**src/design/mhpq_pkg.sv**
```systemverilog
// ============================================================================
// mhpq_pkg
// Shared types and constants for the binary max-heap priority queue.
// ============================================================================
`timescale 1ns / 1ps
`default_nettype none

package mhpq_pkg;

    localparam int KEY_IN_W = 32;
    localparam int COUNT_W  = 7;

    localparam logic OP_INSERT = 1'b0;
    localparam logic OP_REMOVE = 1'b1;

    typedef enum logic [1:0] {
        STAT_OK    = 2'd0,
        STAT_FULL  = 2'd1,
        STAT_EMPTY = 2'd2
    } t_status;

    typedef enum logic [2:0] {
        S_IDLE,
        S_UP_CMP,
        S_UP_FIN,
        S_DN_LOAD,
        S_DN_CH,
        S_DN_KEY,
        S_DN_FIN,
        S_RESP
    } t_state;

endpackage

`default_nettype wire

```
**src/design/mhpq_ram.sv**
```systemverilog
// ============================================================================
// mhpq_ram
// Heap key store: one write port, two registered read ports.
// ============================================================================
`timescale 1ns / 1ps
`default_nettype none

module mhpq_ram #(
    parameter int DEPTH = 64,
    parameter int WIDTH = 32,
    parameter int AW    = 6
) (
    input  wire logic             i_clk,
    input  wire logic             i_wen,
    input  wire logic [AW-1:0]    i_waddr,
    input  wire logic [WIDTH-1:0] i_wdata,
    input  wire logic [AW-1:0]    i_raddr0,
    input  wire logic [AW-1:0]    i_raddr1,
    output logic      [WIDTH-1:0] o_rdata0,
    output logic      [WIDTH-1:0] o_rdata1
);

    logic [WIDTH-1:0] r_mem [DEPTH];
    logic [WIDTH-1:0] r_rd0;
    logic [WIDTH-1:0] r_rd1;

    always_ff @(posedge i_clk) begin
        if (i_wen) begin
            r_mem[i_waddr] <= i_wdata;
        end
    end

    always_ff @(posedge i_clk) begin
        r_rd0 <= r_mem[i_raddr0];
        r_rd1 <= r_mem[i_raddr1];
    end

    assign o_rdata0 = r_rd0;
    assign o_rdata1 = r_rd1;

endmodule

`default_nettype wire

```
**src/design/mhpq_seq.sv**
```systemverilog
// ============================================================================
// mhpq_seq
// Sift sequencer: walks the heap one level at a time through a single
// shared signed comparator, moving a hole instead of swapping entries.
// ============================================================================
`timescale 1ns / 1ps
`default_nettype none

module mhpq_seq #(
    parameter int DEPTH = 64,
    parameter int KW    = 32,
    parameter int AW    = 6,
    parameter int CW    = 7
) (
    input  wire logic              i_clk,
    input  wire logic              i_rst_n,
    input  wire logic              i_start,
    input  wire logic              i_op,
    input  wire logic [KW-1:0]     i_key,
    output logic                   o_ready,
    input  wire logic              i_resp_free,
    output logic                   o_done,
    output logic      [KW-1:0]     o_max,
    output mhpq_pkg::t_status      o_status,
    output logic      [CW-1:0]     o_count,
    output logic                   o_wen,
    output logic      [AW-1:0]     o_waddr,
    output logic      [KW-1:0]     o_wdata,
    output logic      [AW-1:0]     o_raddr0,
    output logic      [AW-1:0]     o_raddr1,
    input  wire logic [KW-1:0]     i_rdata0,
    input  wire logic [KW-1:0]     i_rdata1
);

    import mhpq_pkg::*;

    localparam int IW = AW + 1;

    t_state          r_state, n_state;
    logic [CW-1:0]   r_cnt, n_cnt;
    logic [AW-1:0]   r_idx, n_idx;
    logic [AW-1:0]   r_cidx, n_cidx;
    logic [KW-1:0]   r_key, n_key;
    logic [KW-1:0]   r_child, n_child;
    logic [KW-1:0]   r_max, n_max;
    t_status         r_status, n_status;

    logic [KW-1:0]   cmp_a, cmp_b;
    logic            cmp_gt;
    logic            full, empty;
    logic [IW-1:0]   lft, rgt, nxt_l, n_iw;
    logic [AW-1:0]   par, acc_par;

    // shared comparator
    always_comb begin
        cmp_a = r_key;
        cmp_b = i_rdata0;
        case (r_state)
            S_DN_CH: begin
                cmp_a = i_rdata1;
                cmp_b = i_rdata0;
            end
            S_DN_KEY: begin
                cmp_a = r_child;
                cmp_b = r_key;
            end
            default: begin
                cmp_a = r_key;
                cmp_b = i_rdata0;
            end
        endcase
    end

    assign cmp_gt  = $signed(cmp_a) > $signed(cmp_b);
    assign full    = r_cnt == CW'(DEPTH);
    assign empty   = r_cnt == '0;
    assign lft     = {r_idx, 1'b1};
    assign rgt     = lft + IW'(1);
    assign nxt_l   = {r_cidx, 1'b1};
    assign n_iw    = IW'(r_cnt);
    assign par     = AW'((r_idx - 1'b1) >> 1);
    assign acc_par = AW'((r_cnt - 1'b1) >> 1);

    always_comb begin
        n_state = r_state;
        case (r_state)
            S_IDLE: begin
                if (i_start) begin
                    if (i_op == OP_INSERT) begin
                        n_state = full ? S_RESP : (empty ? S_UP_FIN : S_UP_CMP);
                    end else begin
                        n_state = empty ? S_RESP : S_DN_LOAD;
                    end
                end
            end
            S_UP_CMP: begin
                if (cmp_gt) begin
                    n_state = (par == '0) ? S_UP_FIN : S_UP_CMP;
                end else begin
                    n_state = S_RESP;
                end
            end
            S_UP_FIN:  n_state = S_RESP;
            S_DN_LOAD: begin
                if (empty) begin
                    n_state = S_RESP;
                end else begin
                    n_state = (IW'(1) < n_iw) ? S_DN_CH : S_DN_FIN;
                end
            end
            S_DN_CH:   n_state = S_DN_KEY;
            S_DN_KEY: begin
                if (cmp_gt) begin
                    n_state = (nxt_l < n_iw) ? S_DN_CH : S_DN_FIN;
                end else begin
                    n_state = S_RESP;
                end
            end
            S_DN_FIN:  n_state = S_RESP;
            S_RESP:    n_state = i_resp_free ? S_IDLE : S_RESP;
            default:   n_state = S_IDLE;
        endcase
    end

    always_comb begin
        n_cnt    = r_cnt;
        n_idx    = r_idx;
        n_cidx   = r_cidx;
        n_key    = r_key;
        n_child  = r_child;
        n_max    = r_max;
        n_status = r_status;
        o_wen    = 1'b0;
        o_waddr  = r_idx;
        o_wdata  = r_key;
        o_raddr0 = par;
        o_raddr1 = AW'(rgt);
        o_ready  = r_state == S_IDLE;
        o_done   = (r_state == S_RESP) && i_resp_free;
        case (r_state)
            S_IDLE: begin
                if (i_start) begin
                    n_max = '0;
                    n_key = i_key;
                    if (i_op == OP_INSERT) begin
                        if (full) begin
                            n_status = STAT_FULL;
                        end else begin
                            n_status = STAT_OK;
                            n_cnt    = r_cnt + 1'b1;
                            n_idx    = AW'(r_cnt);
                            o_raddr0 = acc_par;
                        end
                    end else begin
                        if (empty) begin
                            n_status = STAT_EMPTY;
                        end else begin
                            n_status = STAT_OK;
                            n_cnt    = r_cnt - 1'b1;
                            o_raddr0 = '0;
                            o_raddr1 = AW'(r_cnt - 1'b1);
                        end
                    end
                end
            end
            S_UP_CMP: begin
                o_wen = 1'b1;
                if (cmp_gt) begin
                    o_wdata  = i_rdata0;
                    n_idx    = par;
                    o_raddr0 = AW'((par - 1'b1) >> 1);
                end
            end
            S_UP_FIN, S_DN_FIN: begin
                o_wen = 1'b1;
            end
            S_DN_LOAD: begin
                n_max    = i_rdata0;
                n_key    = i_rdata1;
                n_idx    = '0;
                o_raddr0 = AW'(1);
                o_raddr1 = AW'(2);
            end
            S_DN_CH: begin
                if ((rgt < n_iw) && cmp_gt) begin
                    n_child = i_rdata1;
                    n_cidx  = AW'(rgt);
                end else begin
                    n_child = i_rdata0;
                    n_cidx  = AW'(lft);
                end
            end
            S_DN_KEY: begin
                o_wen = 1'b1;
                if (cmp_gt) begin
                    o_wdata  = r_child;
                    n_idx    = r_cidx;
                    o_raddr0 = AW'(nxt_l);
                    o_raddr1 = AW'(nxt_l + IW'(1));
                end
            end
            default: begin
                o_wen = 1'b0;
            end
        endcase
    end

    always_ff @(posedge i_clk) begin
        if (!i_rst_n) begin
            r_state <= S_IDLE;
            r_cnt   <= '0;
        end else begin
            r_state <= n_state;
            r_cnt   <= n_cnt;
        end
    end

    always_ff @(posedge i_clk) begin
        r_idx    <= n_idx;
        r_cidx   <= n_cidx;
        r_key    <= n_key;
        r_child  <= n_child;
        r_max    <= n_max;
        r_status <= n_status;
    end

    assign o_max    = r_max;
    assign o_status = r_status;
    assign o_count  = r_cnt;

endmodule

`default_nettype wire

```
**src/design/max_heap_priority_queue.sv**
```systemverilog
// ============================================================================
// max_heap_priority_queue
// Binary max-heap priority queue with insert and remove-max requests.
// ============================================================================
// Ordering: one request at a time; a sift compares at most log2(HEAP_DEPTH)
//   levels, and refused requests go straight to the response state.
// Handshake: o_ready returns in the same cycle that o_valid rises; a held
//   result keeps the sequencer in its response state.
// Reset: synchronous, clears the entry count and control; the key store is
//   not cleared.
`timescale 1ns / 1ps
`default_nettype none

module max_heap_priority_queue #(
    parameter int HEAP_DEPTH = 64,
    parameter int KEY_WIDTH  = 32
) (
    input  wire logic                                 i_clk,
    input  wire logic                                 i_rst_n,
    input  wire logic                                 i_valid,
    output logic                                      o_ready,
    input  wire logic                                 i_op,
    input  wire logic signed [mhpq_pkg::KEY_IN_W-1:0] i_key,
    output logic                                      o_valid,
    input  wire logic                                 i_ready,
    output logic signed      [mhpq_pkg::KEY_IN_W-1:0] o_max_value,
    output mhpq_pkg::t_status                         o_status,
    output logic             [mhpq_pkg::COUNT_W-1:0]  o_count
);

    import mhpq_pkg::*;

    localparam int AW = $clog2(HEAP_DEPTH);
    localparam int CW = $clog2(HEAP_DEPTH + 1);

    logic                 seq_start;
    logic                 seq_done;
    logic                 resp_free;
    logic [KEY_WIDTH-1:0] key_in;
    logic [KEY_WIDTH-1:0] seq_max;
    t_status              seq_status;
    logic [CW-1:0]        seq_count;
    logic                 ram_wen;
    logic [AW-1:0]        ram_waddr;
    logic [KEY_WIDTH-1:0] ram_wdata;
    logic [AW-1:0]        ram_raddr0, ram_raddr1;
    logic [KEY_WIDTH-1:0] ram_rdata0, ram_rdata1;

    logic                       r_valid;
    logic signed [KEY_IN_W-1:0] r_max_value;
    t_status                    r_status;
    logic [COUNT_W-1:0]         r_count;

    assign key_in    = KEY_WIDTH'(i_key);
    assign seq_start = i_valid && o_ready;
    assign resp_free = !r_valid || i_ready;

    mhpq_ram #(
        .DEPTH (HEAP_DEPTH),
        .WIDTH (KEY_WIDTH),
        .AW    (AW)
    ) u_ram (
        .i_clk    (i_clk),
        .i_wen    (ram_wen),
        .i_waddr  (ram_waddr),
        .i_wdata  (ram_wdata),
        .i_raddr0 (ram_raddr0),
        .i_raddr1 (ram_raddr1),
        .o_rdata0 (ram_rdata0),
        .o_rdata1 (ram_rdata1)
    );

    mhpq_seq #(
        .DEPTH (HEAP_DEPTH),
        .KW    (KEY_WIDTH),
        .AW    (AW),
        .CW    (CW)
    ) u_seq (
        .i_clk       (i_clk),
        .i_rst_n     (i_rst_n),
        .i_start     (seq_start),
        .i_op        (i_op),
        .i_key       (key_in),
        .o_ready     (o_ready),
        .i_resp_free (resp_free),
        .o_done      (seq_done),
        .o_max       (seq_max),
        .o_status    (seq_status),
        .o_count     (seq_count),
        .o_wen       (ram_wen),
        .o_waddr     (ram_waddr),
        .o_wdata     (ram_wdata),
        .o_raddr0    (ram_raddr0),
        .o_raddr1    (ram_raddr1),
        .i_rdata0    (ram_rdata0),
        .i_rdata1    (ram_rdata1)
    );

    always_ff @(posedge i_clk) begin
        if (!i_rst_n) begin
            r_valid <= 1'b0;
        end else if (seq_done) begin
            r_valid <= 1'b1;
        end else if (i_ready) begin
            r_valid <= 1'b0;
        end
    end

    always_ff @(posedge i_clk) begin
        if (seq_done) begin
            r_max_value <= KEY_IN_W'($signed(seq_max));
            r_status    <= seq_status;
            r_count     <= COUNT_W'(seq_count);
        end
    end

    assign o_valid     = r_valid;
    assign o_max_value = r_max_value;
    assign o_status    = r_status;
    assign o_count     = r_count;

    a_busy_after_accept: assert property (@(posedge i_clk) disable iff (!i_rst_n)
        (i_valid && o_ready) |=> !o_ready)
        else $error("accepted item did not make the block busy");

    a_count_bound: assert property (@(posedge i_clk) disable iff (!i_rst_n)
        seq_count <= CW'(HEAP_DEPTH))
        else $error("entry count above heap depth");

    a_full_count: assert property (@(posedge i_clk) disable iff (!i_rst_n)
        (o_valid && o_status == STAT_FULL) |-> (o_count == COUNT_W'(HEAP_DEPTH)))
        else $error("full status with heap not full");

    a_refused_zero: assert property (@(posedge i_clk) disable iff (!i_rst_n)
        (o_valid && o_status != STAT_OK) |-> (o_max_value == '0))
        else $error("refused request returned a nonzero value");

    a_empty_count: assert property (@(posedge i_clk) disable iff (!i_rst_n)
        (o_valid && o_status == STAT_EMPTY) |-> (o_count == '0))
        else $error("empty status with keys held");

endmodule

`default_nettype wire

```
**config.mk**
```make
export PLATFORM = sky130hd
export DESIGN_NAME = max_heap_priority_queue
export DESIGN_NICKNAME = d
export VERILOG_FILES = /design/src/design/mhpq_pkg.sv /design/src/design/mhpq_ram.sv /design/src/design/mhpq_seq.sv /design/src/design/max_heap_priority_queue.sv
export SDC_FILE = /design/constraint.sdc
export NUM_CORES = 2
export LEC_CHECK = 0
export BUFFER_PORTS_ARGS = -buffer_cell sky130_fd_sc_hd__buf_2
export CAP_MARGIN = 20
export CORE_MARGIN = 10
export CORE_UTILIZATION = 30
export CTS_CLUSTER_SIZE = 24
export DETAILED_ROUTE_END_ITERATION = 6
export PLACE_DENSITY = 0.49
export SETUP_SLACK_MARGIN = 0.02
export SKIP_LAST_GASP = 1
export SLEW_MARGIN = 20
export SYNTH_ARGS = -nofsm -noshare
export SYNTH_HDL_FRONTEND = slang
export SYNTH_SLANG_ARGS = --single-unit
```
**constraint.sdc**
```tcl
create_clock -name i_clk -period 10.8 [get_ports i_clk]
set_clock_uncertainty 0.15 [all_clocks]
set_input_delay 0.54 -clock i_clk [delete_from_list [all_inputs] [get_ports i_clk]]
set_output_delay 0.54 -clock i_clk [all_outputs]
set_load 0.005 [all_outputs]
```
==> report_table.html <==
<table>
<tr><th>Metric</th><th>Value</th></tr>
<tr><th colspan="2">Timing</th></tr>
<tr><td>Clock period minus final worst setup slack</td><td>8830 ps</td></tr>
<tr><td>Worst-margin pin slew</td><td>1220 ps</td></tr>
<tr><td>Number of hold violations in the final report</td><td>0</td></tr>
<tr><td>Setup repair after global routing missed its margin</td><td>no</td></tr>
<tr><td>Period Utilization, post-route</td><td>between 80% and 90%</td></tr>
<tr><td>Slew margin rel.</td><td>17.8%</td></tr>
<tr><td>Final TNS setup</td><td>0 ps</td></tr>
<tr><td>Final hold slack</td><td>~160 ps</td></tr>
<tr><td>Peak clock frequency supported by timing</td><td>0.113 GHz</td></tr>
<tr><td>Max Transition Viols Final</td><td>0</td></tr>
<tr><td>Setup violations, final</td><td>0</td></tr>
<tr><th colspan="2">Placed design</th></tr>
<tr><td>IO Port Bufs</td><td>approximately 80</td></tr>
<tr><td>Final weighted congestion of routability-driven global placement</td><td>0.887</td></tr>
<tr><td>HPWL reported at the end of detailed placement</td><td>278 mm</td></tr>
<tr><th colspan="2">Setup path</th></tr>
<tr><td>Maximum fanout encountered on the critical timing path</td><td>58</td></tr>
<tr><td>Worst-path cell chain</td><td>and2_2, nor2_4, nand2_1, nand2_1, ha_1, nand4_1, nor4_1, nand3_1, o31a_1, nand2_2, a311oi_4, buf_4, nor2_4, buf_4, buf_4, nand3_1, a41oi_1, or4b_1</td></tr>
<tr><td>Required time at the endpoint of the critical path</td><td>11,430 ps</td></tr>
<tr><td>Worst R2R Path Depth</td><td>18</td></tr>
<tr><td>End of the worst register-to-register path</td><td>u_ram.o_rdata0[3]</td></tr>
<tr><td>Most frequent CP cell</td><td>buf_4</td></tr>
<tr><td>Type of origin of the critical path</td><td>flip-flop</td></tr>
<tr><td>Setup slack, reg-to-reg</td><td>just under 2000 ps</td></tr>
<tr><td>Reg2Reg Launch Point</td><td>u_seq.r_state[2]</td></tr>
<tr><td>Class of the most critical setup path</td><td>flip-flop to flip-flop</td></tr>
<tr><td>Critical path arrival</td><td>9460 ps</td></tr>
<tr><td>Category of the worst setup path capture point</td><td>flip-flop</td></tr>
<tr><td>Critical-path cell with the highest stage delay</td><td>nor2_4</td></tr>
<tr><td>Delay contributed by the slowest stage of the critical path</td><td>around 1000 ps</td></tr>
<tr><th colspan="2">Clocking</th></tr>
<tr><td>H-tree lvl count</td><td>5</td></tr>
<tr><td>Root buffer cell</td><td>clkbuf_16</td></tr>
<tr><td>Clock insertion delay at the later pin of the skew report</td><td>880 ps</td></tr>
<tr><td>Maximum count of clock buffers along a single path</td><td>4</td></tr>
<tr><td>Clock-pin slew on the worst setup and hold paths</td><td>~60 ps</td></tr>
<tr><td>Post-CTS setup buffers</td><td>0</td></tr>
<tr><td>TritonCTS clock tree</td><td>built</td></tr>
<tr><td>TritonCTS buffer count</td><td>267</td></tr>
<tr><td>Number of sinks driven by the clock tree</td><td>2,274</td></tr>
<tr><th colspan="2">Global route</th></tr>
<tr><td>Global-route total usage across every layer</td><td>23.2%</td></tr>
<tr><td>Via count of the first global-routing pass</td><td>85,358</td></tr>
<tr><td>Largest net degree at the start of global routing</td><td>149</td></tr>
<tr><td>Global-route wire length before repair</td><td>660 mm</td></tr>
<tr><td>Antenna violations before repair</td><td>between 60 and 70</td></tr>
<tr><td>Remaining Overflow, GRT</td><td>0</td></tr>
<tr><th colspan="2">Synth</th></tr>
<tr><td>Synthesized area</td><td>109,000 µm²</td></tr>
<tr><td>Async S/R FF share, synth</td><td>0%</td></tr>
<tr><td>Count of state elements after synthesis</td><td>2,274</td></tr>
<tr><td>Unique masters post-synth</td><td>80</td></tr>
<tr><td>Post-synthesis cell count</td><td>10,573</td></tr>
<tr><td>Yosys warnings</td><td>0</td></tr>
<tr><td>Post-Synthesis Net Count</td><td>10,665</td></tr>
<tr><td>Number of enable flip-flop cells after synthesis</td><td>2,199</td></tr>
<tr><td>Share of synthesized area occupied by flip-flops and latches</td><td>between 60 and 70%</td></tr>
<tr><td>Avg Inst Size Synth</td><td>10.3 µm²</td></tr>
<tr><td>Dominant synthesized flop cell</td><td>edfxtp_1</td></tr>
<tr><th colspan="2">Die</th></tr>
<tr><td>Y dimension of the die</td><td>624 µm</td></tr>
<tr><td>Die Footprint</td><td>389,000 µm²</td></tr>
<tr><td>Die outline width</td><td>624 µm</td></tr>
<tr><td>I/O Pins</td><td>80</td></tr>
<tr><td>Placeable core area</td><td>363,000 µm²</td></tr>
<tr><td>Starting Density</td><td>30.2%</td></tr>
<tr><td>Site row count</td><td>221</td></tr>
<tr><th colspan="2">Min path</th></tr>
<tr><td>Path type of the worst min-delay path</td><td>input port to flip-flop</td></tr>
<tr><td>Hold Path Depth</td><td>2</td></tr>
<tr><td>Launch instance of the worst min-delay path</td><td>i_op</td></tr>
<tr><td>Worst Hold Endpoint</td><td>u_seq.o_status[0]</td></tr>
<tr><th colspan="2">Detailed routing</th></tr>
<tr><td>Average wire per cell in the routed design</td><td>30.7 µm</td></tr>
<tr><td>Aggregate routed wire length</td><td>476 mm</td></tr>
<tr><td>Detail-routed via count per cell</td><td>5.88</td></tr>
<tr><td>First-iteration detailed-routing DRC count</td><td>14,245</td></tr>
<tr><td>Total via count after detailed routing</td><td>91,189</td></tr>
<tr><td>DRC violations left</td><td>0</td></tr>
<tr><td>First-pass DRT Iterations</td><td>7</td></tr>
<tr><td>Post-detailed-route count of antenna-violating nets</td><td>0</td></tr>
<tr><th colspan="2">Final layout</th></tr>
<tr><td>Share of post-route cells with drive strength above 1</td><td>9.71%</td></tr>
<tr><td>Layout-stage area growth over the synthesis result</td><td>14.9%</td></tr>
<tr><td>Final-stage net count</td><td>10,518</td></tr>
<tr><th colspan="2">Run status</th></tr>
<tr><td>Run status</td><td>completed</td></tr>
<tr><th colspan="2">Flow run</th></tr>
<tr><td>Maximum Capacitance Violations</td><td>0</td></tr>
</table>
[area by class of cell]
cell class | count | area (µm²)
timing repair buffer | 419 | 3660
clock buffer | 346 | 7280
inverter | 24 | 90.1
clock inverter | 130 | 1150
multi-input combinational | 7440 | 39800
sequential | 2274 | 67500
tap | 4794 | 6000
antenna | 94 | 235
fill | 35866 | 237000
[through the flow]
stage | worst slack [ps] | utilization [%] | instance area (µm²) | cells
after floorplan | 2700 | - | 109000 | 10573
after global placement | 1890 | 32.1 | 116000 | 14904
after detailed placement | 2230 | 32.2 | 117000 | 14913
after CTS | 2210 | 34.6 | 125000 | 15424
after global routing | 1980 | 34.6 | 126000 | 15493
final | 1970 | 34.7 | 126000 | 15521
[worst max path at each step]
stage                startpoint                 end  slack [ps]  cells after the start
2_1_floorplan  u_seq.r_state[2]  u_ram.r_mem[0][21]        2700                     18
3_5_place_dp   u_seq.r_state[2]  u_ram.o_rdata0[26]        2230                     18
6_report       u_seq.r_state[2]   u_ram.o_rdata0[3]        1970                     18
5_1_grt        u_seq.r_state[2]   u_ram.o_rdata0[3]        1980                     18
3_3_place_gp   u_seq.r_state[2]   u_ram.o_rdata1[6]        1890                     19
4_1_cts        u_seq.r_state[2]  u_ram.o_rdata0[26]        2210                     18
[Yosys cell counts, types with 91 or more instances]
master | count | share of area, %
a32oi_1 | 126 | 1.0
mux2i_1 | 204 | 1.9
a31oi_1 | 230 | 1.3
nand2_1 | 3639 | 12
buf_2 | 179 | 0.82
o211a_1 | 91 | 0.83
a211oi_1 | 97 | 0.67
clkbuf_1 | 565 | 1.9
edfxtp_1 | 2199 | 60
nor2_1 | 112 | 0.38
nand4_1 | 201 | 1.1
nand3_1 | 1954 | 8.9
[placed cells by master (no fill, tap or decap), drive strengths merged, types with 114 or more instances in the layout]
| cell | n |
|---|---|
| clkbuf | 346 |
| nand2 | 3642 |
| edfxtp | 2199 |
| mux2i | 204 |
| nor2 | 114 |
| nand3 | 1954 |
| a32oi | 126 |
| nand4 | 201 |
| buf | 384 |
| a31oi | 231 |
[critical path: cells and delay by family (launching register included)]
| family | cells | cell delay (ps) |
|---|---|---|
| AOI/OAI and AO/OA | 3 | 1370 |
| and+or+nand+nor | 11 | 3970 |
| buffers and inverters | 3 | 1780 |
| DFF | 1 | 990 |
| adders and majority gates | 1 | 300 |
[timing repair]
item                      in CTS  in global routing
resized for setup              0                  0
hold buffers                  35                  0
hold endpoints to repair      43                  0
[per-layer routing]
metal	up-vias	routed length, µm	GRT usage, %
li1	38343	-	-
met1	45734	186000	30.3
met2	5952	209000	35.6
met3	1136	52100	5.48
met4	24	28200	12.5
met5	-	195	0
[sequential cells by signal, indices dropped and copies added, names as in the netlist]
register / cells
o_count: 7
u_seq.r_state: 3
u_ram.o_rdata1: 32
u_seq.o_count: 7
o_max_value: 32
u_seq.r_child: 32
u_seq.o_status: 2
u_seq.r_key: 32
u_seq.r_cidx: 6
u_seq.o_max: 32
u_ram.r_mem: 2048
u_seq.o_waddr: 6
o_status: 2
o_valid: 1
u_ram.o_rdata0: 32
[kinds of logic (layout without fill, tap and decap cells)]
| kind of cell | after synthesis | after routing | synth area share, % |
|---|---|---|---|
| other | 0 | 94 | 0 |
| buffers and inverters | 859 | 919 | 3.22 |
| AOI/OAI and AO/OA | 935 | 935 | 6.40 |
| and+or+nand+nor | 6146 | 6146 | 24.5 |
| DFF | 2274 | 2274 | 61.7 |
| adders and majority gates | 55 | 55 | 0.629 |
| muxes | 277 | 277 | 3.35 |
| xor gates and xnor gates | 27 | 27 | 0.216 |
Power is left out: the tool's default activity adds up to more than one toggle a clock period on the data nets, which glitch-free logic cannot reach.
